`src/rtl/two_stream_timestamp_synchronizer_unit_assert.svh`:
```
// Assertion macros shared by the timestamp synchronizer RTL
`ifndef TWO_STREAM_TIMESTAMP_SYNCHRONIZER_UNIT_ASSERT_SVH
`define TWO_STREAM_TIMESTAMP_SYNCHRONIZER_UNIT_ASSERT_SVH

// same-cycle implication, sampled on clk, off while arst_n is low
`define TSU_ASSERT_IMP(label, ante, cons, msg) \
	label: assert property (@(posedge clk) disable iff (!arst_n) (ante) |-> (cons)) \
		else $error(msg);

// next-cycle implication, sampled on clk, off while arst_n is low
`define TSU_ASSERT_NXT(label, ante, cons, msg) \
	label: assert property (@(posedge clk) disable iff (!arst_n) (ante) |=> (cons)) \
		else $error(msg);

`endif

```
`src/rtl/tsu_pkg.sv`:
```
// Shared types, codes and widths of the timestamp synchronizer
package tsu_pkg;

	localparam int STAMP_W         = 64;
	localparam int TAG_W           = 16;
	localparam int FUNC_W          = 2;
	localparam int ACT_W           = 3;
	localparam int REG_IDX_W       = 2;
	localparam int CFG_DATA_W      = 1;
	localparam int QUEUE_DEPTH_DEF = 8;
	localparam int TAG_BITS_DEF    = 16;

	localparam logic [FUNC_W-1:0] FUNC_PUSH_P = 2'd0;
	localparam logic [FUNC_W-1:0] FUNC_PUSH_I = 2'd1;
	localparam logic [FUNC_W-1:0] FUNC_TICK   = 2'd2;

	localparam logic [ACT_W-1:0] ACT_FORWARD   = 3'd0;
	localparam logic [ACT_W-1:0] ACT_DROP_OLD  = 3'd1;
	localparam logic [ACT_W-1:0] ACT_DROP_FULL = 3'd2;
	localparam logic [ACT_W-1:0] ACT_REFUSED   = 3'd3;
	localparam logic [ACT_W-1:0] ACT_ORDER_ERR = 3'd4;

	localparam logic SRC_PRIMARY = 1'b0;
	localparam logic SRC_INFO    = 1'b1;

	localparam logic [REG_IDX_W-1:0] REG_SYNC_POLICY    = 2'd0;
	localparam logic [REG_IDX_W-1:0] REG_USE_LATEST     = 2'd1;
	localparam logic [REG_IDX_W-1:0] REG_DROP_WHEN_FULL = 2'd2;

	typedef struct packed {
		logic [FUNC_W-1:0]         func;
		logic signed [STAMP_W-1:0] stamp;
		logic [TAG_W-1:0]          message_tag;
	} in_t;

	typedef struct packed {
		logic                      source;
		logic [ACT_W-1:0]          action;
		logic signed [STAMP_W-1:0] out_stamp;
		logic [TAG_W-1:0]          out_tag;
		logic                      last;
	} out_t;

	// per-queue commands from the sequencer
	typedef struct packed {
		logic push;
		logic pop;
		logic rd_tail;
		logic scan_start;
		logic scan_step;
	} qctl_t;

	// per-queue status back to the sequencer
	typedef struct packed {
		logic empty;
		logic full;
		logic scan_in_range;
		logic scan_end;
	} qsts_t;

endpackage

```
`src/rtl/tsu_queue.sv`:
```
// Circular queue of timestamped tags held in one synchronous memory
`include "two_stream_timestamp_synchronizer_unit_assert.svh"

module tsu_queue import tsu_pkg::*; #(
	parameter int DEPTH    = QUEUE_DEPTH_DEF,
	parameter int TAG_BITS = TAG_BITS_DEF
) (
	input  logic                      clk,
	input  logic                      arst_n,
	input  qctl_t                     ctl,
	input  logic signed [STAMP_W-1:0] wr_stamp,
	input  logic [TAG_W-1:0]          wr_tag,
	output qsts_t                     sts,
	output logic signed [STAMP_W-1:0] rd_stamp,
	output logic [TAG_W-1:0]          rd_tag
);

	localparam int IW = $clog2(DEPTH);
	localparam int CW = $clog2(DEPTH + 1);
	localparam int KW = (TAG_BITS < TAG_W) ? TAG_BITS : TAG_W;
	localparam int EW = STAMP_W + KW;
	localparam logic [CW-1:0] FULL_CNT = CW'(DEPTH);

	logic [EW-1:0] mem [DEPTH];
	logic [EW-1:0] rd_q;
	logic [IW-1:0] head_q;
	logic [CW-1:0] count_q;
	logic [IW-1:0] scan_ptr_q;
	logic [CW-1:0] scan_idx_q;
	logic [IW-1:0] rd_addr;
	logic [IW-1:0] wr_addr;
	logic [IW-1:0] head_inc;
	logic [IW-1:0] scan_inc;

	// base plus offset modulo the depth; the sum stays below twice the depth
	function automatic logic [IW-1:0] wrap_add(input logic [IW-1:0] base,
		input logic [CW-1:0] off);
		logic [CW:0] sum;
		sum = (CW+1)'(base) + (CW+1)'(off);
		if (sum >= (CW+1)'(DEPTH)) begin
			sum = sum - (CW+1)'(DEPTH);
		end
		return sum[IW-1:0];
	endfunction

	assign head_inc = wrap_add(head_q, CW'(1));
	assign scan_inc = wrap_add(scan_ptr_q, CW'(1));
	assign wr_addr  = wrap_add(head_q, count_q);

	// look one step ahead so the next head is ready the cycle after a pop
	always_comb begin
		if (ctl.rd_tail) begin
			rd_addr = wrap_add(head_q, count_q - CW'(1));
		end else if (ctl.scan_step) begin
			rd_addr = scan_inc;
		end else if (ctl.pop) begin
			rd_addr = head_inc;
		end else begin
			rd_addr = head_q;
		end
	end

	always_ff @(posedge clk) begin
		if (ctl.push) begin
			mem[wr_addr] <= {wr_stamp, wr_tag[KW-1:0]};
		end
		rd_q <= mem[rd_addr];
	end

	always_ff @(posedge clk or negedge arst_n) begin
		if (!arst_n) begin
			head_q     <= '0;
			count_q    <= '0;
			scan_ptr_q <= '0;
			scan_idx_q <= '0;
		end else begin
			if (ctl.push) begin
				count_q <= count_q + CW'(1);
			end else if (ctl.pop) begin
				count_q <= count_q - CW'(1);
				head_q  <= head_inc;
			end
			if (ctl.scan_start) begin
				scan_ptr_q <= head_q;
				scan_idx_q <= '0;
			end else if (ctl.scan_step) begin
				scan_ptr_q <= scan_inc;
				scan_idx_q <= scan_idx_q + CW'(1);
			end
		end
	end

	assign rd_stamp          = rd_q[EW-1:KW];
	assign rd_tag            = TAG_W'(rd_q[KW-1:0]);
	assign sts.empty         = (count_q == '0);
	assign sts.full          = (count_q == FULL_CNT);
	assign sts.scan_in_range = (scan_idx_q < count_q);
	assign sts.scan_end      = ((CW+1)'(scan_idx_q) + (CW+1)'(1)) >= (CW+1)'(count_q);

	`TSU_ASSERT_IMP(a_no_push_full, ctl.push, !sts.full, "push into a full queue")
	`TSU_ASSERT_IMP(a_no_pop_empty, ctl.pop, !sts.empty, "pop from an empty queue")
	`TSU_ASSERT_IMP(a_count_bound, 1'b1, count_q <= FULL_CNT, "queue count past depth")

endmodule

```
`src/rtl/two_stream_timestamp_synchronizer_unit.sv`:
```
// Push: busy stays low; a refused push puts its result word out on the next cycle.
// Tick (both queues live, use-latest off): form the candidate, scan the queue positions
// (the longer queue sets how many), then on a match form one result word per cycle, each
// shown the cycle after. Use-latest forwards both heads; drop-when-full drops full heads.
// Result words are one-cycle strobes; the receiver cannot stall them.
// Reset clears heads, counts and config; queue memory contents stay as they are.
`include "two_stream_timestamp_synchronizer_unit_assert.svh"

module two_stream_timestamp_synchronizer_unit import tsu_pkg::*; #(
	parameter int QUEUE_DEPTH = QUEUE_DEPTH_DEF,
	parameter int TAG_BITS    = TAG_BITS_DEF
) (
	input  logic                  clk,
	input  logic                  arst_n,
	input  logic                  start,
	output logic                  busy,
	input  in_t                   item,
	output logic                  res_strobe,
	output out_t                  result,
	input  logic                  cfg_wr_en,
	input  logic [REG_IDX_W-1:0]  cfg_addr,
	input  logic [CFG_DATA_W-1:0] cfg_wdata
);

	localparam int KW = (TAG_BITS < TAG_W) ? TAG_BITS : TAG_W;

	localparam logic [3:0] S_IDLE   = 4'd0;
	localparam logic [3:0] S_EVAL   = 4'd1;
	localparam logic [3:0] S_SCAN   = 4'd2;
	localparam logic [3:0] S_WALK_I = 4'd3;
	localparam logic [3:0] S_WALK_P = 4'd4;
	localparam logic [3:0] S_DROP_P = 4'd5;
	localparam logic [3:0] S_DROP_I = 4'd6;
	localparam logic [3:0] S_LAT_P  = 4'd7;
	localparam logic [3:0] S_LAT_I  = 4'd8;

	logic [3:0]                state_q, state_d;
	logic                      sync_policy_q;
	logic                      latest_q;
	logic                      drop_full_q;
	logic                      drop_i_q, drop_i_d;
	logic                      p_hit_q, p_hit_d;
	logic                      i_hit_q, i_hit_d;
	logic signed [STAMP_W-1:0] cand_q, cand_d;
	out_t                      res_q, res_d;
	logic                      res_strobe_q, res_strobe_d;

	qctl_t                     pctl, ictl;
	qsts_t                     psts, ists;
	logic signed [STAMP_W-1:0] p_stamp, i_stamp;
	logic [TAG_W-1:0]          p_tag, i_tag;
	logic [TAG_W-1:0]          tag_in;
	logic                      accept;
	logic                      both_live;
	logic signed [STAMP_W-1:0] pick;
	logic                      p_hit_now, i_hit_now;

	assign busy      = (state_q != S_IDLE);
	assign accept    = start && !busy;
	assign tag_in    = TAG_W'(item.message_tag[KW-1:0]);
	assign both_live = !psts.empty && !ists.empty;
	assign p_hit_now = p_hit_q || (psts.scan_in_range && (p_stamp == cand_q));
	assign i_hit_now = i_hit_q || (ists.scan_in_range && (i_stamp == cand_q));

	// candidate from the words read at the tails or heads
	always_comb begin
		if (sync_policy_q) begin
			pick = (p_stamp < i_stamp) ? p_stamp : i_stamp;
		end else begin
			pick = (p_stamp > i_stamp) ? p_stamp : i_stamp;
			if (pick[STAMP_W-1]) begin
				pick = '0;
			end
		end
	end

	tsu_queue #(.DEPTH(QUEUE_DEPTH), .TAG_BITS(TAG_BITS)) u_primary (
		.clk      (clk),
		.arst_n   (arst_n),
		.ctl      (pctl),
		.wr_stamp (item.stamp),
		.wr_tag   (tag_in),
		.sts      (psts),
		.rd_stamp (p_stamp),
		.rd_tag   (p_tag)
	);

	tsu_queue #(.DEPTH(QUEUE_DEPTH), .TAG_BITS(TAG_BITS)) u_info (
		.clk      (clk),
		.arst_n   (arst_n),
		.ctl      (ictl),
		.wr_stamp (item.stamp),
		.wr_tag   (tag_in),
		.sts      (ists),
		.rd_stamp (i_stamp),
		.rd_tag   (i_tag)
	);

	always_comb begin
		state_d      = state_q;
		drop_i_d     = drop_i_q;
		p_hit_d      = p_hit_q;
		i_hit_d      = i_hit_q;
		cand_d       = cand_q;
		res_d        = res_q;
		res_strobe_d = 1'b0;
		pctl         = '0;
		ictl         = '0;
		unique case (state_q)
			S_IDLE: begin
				// read the tails up front for the newest-of-slowest policy
				pctl.rd_tail = sync_policy_q && !latest_q && both_live;
				ictl.rd_tail = sync_policy_q && !latest_q && both_live;
				if (accept) begin
					unique case (item.func) inside
						FUNC_PUSH_P, FUNC_PUSH_I: begin
							if ((item.func == FUNC_PUSH_P) ? psts.full : ists.full) begin
								res_d.source    = (item.func == FUNC_PUSH_P) ? SRC_PRIMARY
									: SRC_INFO;
								res_d.action    = ACT_REFUSED;
								res_d.out_stamp = item.stamp;
								res_d.out_tag   = tag_in;
								res_d.last      = 1'b1;
								res_strobe_d    = 1'b1;
							end else if (item.func == FUNC_PUSH_P) begin
								pctl.push = 1'b1;
							end else begin
								ictl.push = 1'b1;
							end
						end
						FUNC_TICK: begin
							if (!both_live) begin
								drop_i_d = drop_full_q && ists.full;
								if (drop_full_q && psts.full) begin
									state_d = S_DROP_P;
								end else if (drop_full_q && ists.full) begin
									state_d = S_DROP_I;
								end
							end else if (latest_q) begin
								state_d = S_LAT_P;
							end else begin
								state_d = S_EVAL;
							end
						end
						default: begin
						end
					endcase
				end
			end
			S_EVAL: begin
				cand_d          = pick;
				p_hit_d         = 1'b0;
				i_hit_d         = 1'b0;
				pctl.scan_start = 1'b1;
				ictl.scan_start = 1'b1;
				state_d         = S_SCAN;
			end
			S_SCAN: begin
				if (psts.scan_end && ists.scan_end) begin
					state_d = (p_hit_now && i_hit_now) ? S_WALK_I : S_IDLE;
				end else begin
					pctl.scan_step = 1'b1;
					ictl.scan_step = 1'b1;
					p_hit_d        = p_hit_now;
					i_hit_d        = i_hit_now;
				end
			end
			S_WALK_I: begin
				res_d.source    = SRC_INFO;
				res_d.out_stamp = i_stamp;
				res_d.out_tag   = i_tag;
				res_strobe_d    = 1'b1;
				if (i_stamp == cand_q) begin
					res_d.action = ACT_FORWARD;
					res_d.last   = 1'b0;
					ictl.pop     = 1'b1;
					state_d      = S_WALK_P;
				end else if (i_stamp < cand_q) begin
					res_d.action = ACT_DROP_OLD;
					res_d.last   = 1'b0;
					ictl.pop     = 1'b1;
				end else begin
					// newer entry ahead of the match: report it and keep it queued
					res_d.action = ACT_ORDER_ERR;
					res_d.last   = 1'b1;
					state_d      = S_IDLE;
				end
			end
			S_WALK_P: begin
				res_d.source    = SRC_PRIMARY;
				res_d.out_stamp = p_stamp;
				res_d.out_tag   = p_tag;
				res_strobe_d    = 1'b1;
				if (p_stamp == cand_q) begin
					res_d.action = ACT_FORWARD;
					res_d.last   = 1'b1;
					pctl.pop     = 1'b1;
					state_d      = S_IDLE;
				end else if (p_stamp < cand_q) begin
					res_d.action = ACT_DROP_OLD;
					res_d.last   = 1'b0;
					pctl.pop     = 1'b1;
				end else begin
					res_d.action = ACT_ORDER_ERR;
					res_d.last   = 1'b1;
					state_d      = S_IDLE;
				end
			end
			S_DROP_P: begin
				res_d.source    = SRC_PRIMARY;
				res_d.action    = ACT_DROP_FULL;
				res_d.out_stamp = p_stamp;
				res_d.out_tag   = p_tag;
				res_d.last      = !drop_i_q;
				res_strobe_d    = 1'b1;
				pctl.pop        = 1'b1;
				state_d         = drop_i_q ? S_DROP_I : S_IDLE;
			end
			S_DROP_I: begin
				res_d.source    = SRC_INFO;
				res_d.action    = ACT_DROP_FULL;
				res_d.out_stamp = i_stamp;
				res_d.out_tag   = i_tag;
				res_d.last      = 1'b1;
				res_strobe_d    = 1'b1;
				ictl.pop        = 1'b1;
				state_d         = S_IDLE;
			end
			S_LAT_P: begin
				res_d.source    = SRC_PRIMARY;
				res_d.action    = ACT_FORWARD;
				res_d.out_stamp = p_stamp;
				res_d.out_tag   = p_tag;
				res_d.last      = 1'b0;
				res_strobe_d    = 1'b1;
				cand_d          = p_stamp;
				pctl.pop        = 1'b1;
				state_d         = S_LAT_I;
			end
			S_LAT_I: begin
				// info word goes out under the primary timestamp
				res_d.source    = SRC_INFO;
				res_d.action    = ACT_FORWARD;
				res_d.out_stamp = cand_q;
				res_d.out_tag   = i_tag;
				res_d.last      = 1'b1;
				res_strobe_d    = 1'b1;
				ictl.pop        = 1'b1;
				state_d         = S_IDLE;
			end
			default: begin
				state_d = S_IDLE;
			end
		endcase
	end

	always_ff @(posedge clk or negedge arst_n) begin
		if (!arst_n) begin
			state_q       <= S_IDLE;
			drop_i_q      <= 1'b0;
			p_hit_q       <= 1'b0;
			i_hit_q       <= 1'b0;
			res_strobe_q  <= 1'b0;
			sync_policy_q <= 1'b0;
			latest_q      <= 1'b0;
			drop_full_q   <= 1'b0;
		end else begin
			state_q      <= state_d;
			drop_i_q     <= drop_i_d;
			p_hit_q      <= p_hit_d;
			i_hit_q      <= i_hit_d;
			res_strobe_q <= res_strobe_d;
			if (cfg_wr_en) begin
				unique case (cfg_addr)
					REG_SYNC_POLICY:    sync_policy_q <= cfg_wdata[0];
					REG_USE_LATEST:     latest_q      <= cfg_wdata[0];
					REG_DROP_WHEN_FULL: drop_full_q   <= cfg_wdata[0];
					default: begin
					end
				endcase
			end
		end
	end

	always_ff @(posedge clk) begin
		cand_q <= cand_d;
		res_q  <= res_d;
	end

	assign res_strobe = res_strobe_q;
	assign result     = res_q;

	`TSU_ASSERT_NXT(a_push_one_cycle, accept && item.func != FUNC_TICK, !busy, "push held busy")
	`TSU_ASSERT_IMP(a_last_ends_item, res_strobe_q && res_q.last, !busy, "busy after last word")
	`TSU_ASSERT_IMP(a_walk_i_live, state_q == S_WALK_I, !ists.empty, "info walk on empty queue")
	`TSU_ASSERT_IMP(a_walk_p_live, state_q == S_WALK_P, !psts.empty, "primary walk on empty queue")

endmodule
```
`config.mk`:
```
export PLATFORM = sky130hd
export DESIGN_NAME = two_stream_timestamp_synchronizer_unit
export DESIGN_NICKNAME = d
export VERILOG_FILES = /design/src/rtl/tsu_pkg.sv /design/src/rtl/tsu_queue.sv /design/src/rtl/two_stream_timestamp_synchronizer_unit.sv
export VERILOG_INCLUDE_DIRS = /design/src /design/src/rtl
export SDC_FILE = /design/constraint.sdc
export NUM_CORES = 2
export LEC_CHECK = 0
export BUFFER_PORTS_ARGS = -buffer_cell sky130_fd_sc_hd__buf_2
export CORE_MARGIN = 5
export CORE_UTILIZATION = 55
export DETAILED_ROUTE_END_ITERATION = 10
export GPL_ROUTABILITY_DRIVEN = 0
export HOLD_SLACK_MARGIN = 0.12
export PLACE_DENSITY = 0.73
export SYNTH_ARGS = -nofsm -noshare
export SYNTH_HDL_FRONTEND = slang
export SYNTH_SLANG_ARGS = --single-unit
```
`constraint.sdc`:
```
create_clock -name clk -period 18.95 [get_ports clk]
set_clock_uncertainty 0.15 [all_clocks]
set_input_delay 0.9475 -clock clk [delete_from_list [all_inputs] [get_ports clk]]
set_output_delay 0.9475 -clock clk [all_outputs]
set_load 0.1 [all_outputs]
```
==> summary.md <==
| Metric | Value |
|---|---|
| PortBufs | `175` |
| Maxcap violations | `0` |
| CP Launch Type | `register` |
| CP Class | `register to register` |
| Post-Synth Adder-Cell Area | `4.179%` |
| Placed Instances | `5906` |
| P&R area growth vs syn | `11.67%` |
| CP max stage delay | `0.92 ns` |
| Slowest CP cell | `buf_4` |
| TritonCTS clock tree | `built` |
| Worst slew margin | `17.89%` |
| Crit-path max FO | `61` |
| CTS HTree Levels | `4` |
| Top FF cell, synth | `edfxtp_1` |
| Setup crit start | `cand_q[33]` |
| Max Buffers Root-to-Sink | `3` |
| Setup repair after global routing missed its margin | `false` |
| Critical path buffers and inverters | `4` |
| Syn_area_per_cell | `16.24 µm²` |
| Most common cell after layout, fill and taps aside | `edfxtp_1` |
| Synthesized cell area | `0.06838 mm²` |
| Main combinational cell family by area after synthesis | `multiplexers` |
| Worst skew pair latency | `0.80 ns` |
| Post-Synth Simple-Gate Area | `2.979%` |
| CP Data Arrival Time | `8.64 ns` |
| Min cycle time layout | `8.111 ns` |
| Reg2reg setup slack | `10.84 ns` |
| Achievable Freq | `123.3 MHz` |
| Post-route ant nets | `0` |
| Setup violations, final | `0` |
| CTS buffer count | `163` |
| R2R cell count | `16` |
| GR Util All Layers | `24.40%` |
| CTS hold repair buffers | `0` |
| Final Max Tran Viols | `0` |
| Die H | `362.6 µm` |
| Via count of the first global-routing pass | `37.18k` |
| Min-Delay Path Class | `input port to asynchronous set/reset pin` |
| FF+latch count, synth | `1628` |
| DRC viols | `0` |
| Fraction of the mapped netlist area in compound gates | `4.501%` |
| Die area | `0.1315 mm²` |
| Final hold vios | `0` |
| Antenna violations before repair | `21` |
| Largest net degree at the start of global routing | `127` |
| RR Startpoint | `cand_q[33]` |
| Post-DR vias/cell | `6.032` |
| Via count | `37.50k` |
| CTS Root Cell | `clkbuf_16` |
| Warning count from the yosys run | `0` |
| Starting Density | `55.31%` |
| Ys async rst share | `2.396%` |
| Avg WL per Cell | `26.07 µm` |
| Sequential share of the synthesized area | `68.87%` |
| Mapped Nets | `4526` |
| Delay-heaviest family, CP | `simple AND/OR/NAND/NOR gates` |
| Post-Synth XOR/XNOR Area | `0.3843%` |
| Postcts setup bufs | `0` |
| DRT iter0 DRCs | `3617` |
| Period utilization | `42.80%` |
| Crit path to | `u_primary.rd_q[6]` |
| Share of layout cells above drive strength 1 | `15.14%` |
| Synth top area share | `62.76%` |
| Die width | `362.6 µm` |
| WP depth | `16` |
| FP Rows | `129` |
| Drt first pass iters | `6` |
| Status | `completed` |
| Leading area contributor after synthesis | `edfxtp_1` |
| Post-synthesis cell count | `4211` |
| Clock-pin slew on the worst setup and hold paths | `0.06 ns` |
| Finished Layout Cells | `6216` |
| First-pass GRT wire length | `240.3 mm` |
| Detailed Route WL | `162.1 mm` |
| Area contributors post-synth | `edfxtp_1 (63%), mux2i_1 (14%), dfxtp_1 (4.7%), ha_1 (4.1%), mux2_2 (2.7%)` |
| CTS resizes | `0` |
| Worst r2r dst | `u_primary.rd_q[6]` |
| TNS Setup | `0 ns` |
| Required time of the critical path | `19.48 ns` |
| CP Cell Sequence | `inv_1 -> ha_1 -> nand4_1 -> nor4_1 -> nand4_1 -> a31oi_1 -> nor4_2 -> mux2i_1 -> or3_1 -> nand3_4 -> buf_4 -> buf_4 -> buf_4 -> mux2i_1 -> mux2i_1 -> mux2_2` |
| Most frequent cells in the layout | `edfxtp_1 (1429), mux2i_1 (962), ha_1 (222)` |
| Clock Sinks | `1628` |
| Core area | `0.1236 mm²` |
| Yosys cell types | `70` |
| Number of enable flip-flop cells after synthesis | `1429` |
| Nets | `4749` |
| Post-synthesis mux area share | `16.78%` |
| Number of fill cells | `9002` |
| Worst Setup End Kind | `register` |
| I/O Pins | `176` |
| Worst-Margin Slew | `1.232 ns` |
| Overflow after GRT | `0` |
| DP HPWL | `95.50 mm` |
[worst reg2reg max path, delay by kind of cell (launching register included)]
family                     cells  cell delay (ns)
DFF                            1             0.35
AOI/OAI and AO/OA              1             0.59
buffers and inverters          4             2.77
and+or+nand+nor                6             2.84
adders and majority gates      1             0.31
muxes                          4             0.98
[cell type report]
class | instances | area [µm²] | share of cell area [%]
flip-flops and latches | 1628 | 47090 | 61.67
multi-input cells | 2237 | 19910 | 26.08
clock buffers | 222 | 4492 | 5.883
well taps | 1637 | 2048 | 2.682
repair buffers | 244 | 1419 | 1.858
clock inverters | 81 | 777.0 | 1.018
inverters | 160 | 600.6 | 0.7865
diodes | 7 | 17.52 | 0.02294
[synthesized netlist by cell type, drive strengths merged (16+ instances only)]
library cell / count
a222oi: 65
nand2: 115
ha: 222
a21oi: 143
nor3: 20
xnor2: 19
edfxtp: 1429
o21ai: 52
nand4: 46
dfxtp: 160
buf: 128
inv: 160
dfrtp: 39
a22oi: 20
a21o: 29
mux2i: 962
a22o: 64
clkbuf: 58
nor4: 16
nand3: 38
nor2: 126
mux2: 164
[worst min path at each step]
stage / end / depth (start not counted)
3_5_place_dp: p_hit_q / 2
3_3_place_gp: p_hit_q / 2
2_1_floorplan: p_hit_q / 2
4_1_cts: u_info.scan_idx_q[2] / 1
6_report: u_info.scan_idx_q[2] / 1
5_1_grt: u_info.scan_idx_q[3] / 1
[routing by layer]
metal  track usage (%)  vias to the layer above  part of all wire [%]
li1                  -                    16847                     -
met1             33.91                    19109                    42
met2             39.86                     1289                    48
met3             4.982                      237                   7.5
met4             6.299                       16                   2.2
met5                 0                        -                 0.075
[kinds of logic after synthesis]
family / after synthesis
buffers and inverters: 346
adders and majority gates: 226
xor gates and xnor gates: 30
and+or+nand+nor: 417
DFF: 1628
muxes: 1126
AOI/OAI and AO/OA: 438
[sequential cells by signal (all words and copies together) (netlist names), 3 cells and up]
name	count
state_q	4
u_primary.mem	640
cand_q	64
u_primary.scan_idx_q	4
u_primary.count_q	4
u_info.head_q	3
u_info.rd_q	80
u_info.mem	640
u_primary.scan_ptr_q	3
result	85
u_info.scan_ptr_q	3
u_primary.rd_q	80
u_primary.head_q	3
u_info.scan_idx_q	4
u_info.count_q	4
[metrics by stage]
step | hold slack [ns] | cell area (µm²) | util (%) | worst slack [ns]
2_1_floorplan | 0.3017 | 68380 | - | 8.930
6_report | 0.1440 | 76360 | 61.76 | 10.84
5_1_grt | 0.2100 | 76340 | 61.75 | 10.63
3_5_place_dp | 0.3262 | 71070 | 57.48 | 11.01
4_1_cts | 0.1221 | 76340 | 61.75 | 11.00
3_3_place_gp | 0.3254 | 71070 | 57.48 | 11.12
Power is not shown: default switching activity piles up to over one toggle a cycle in this logic, so the estimate is an artifact.
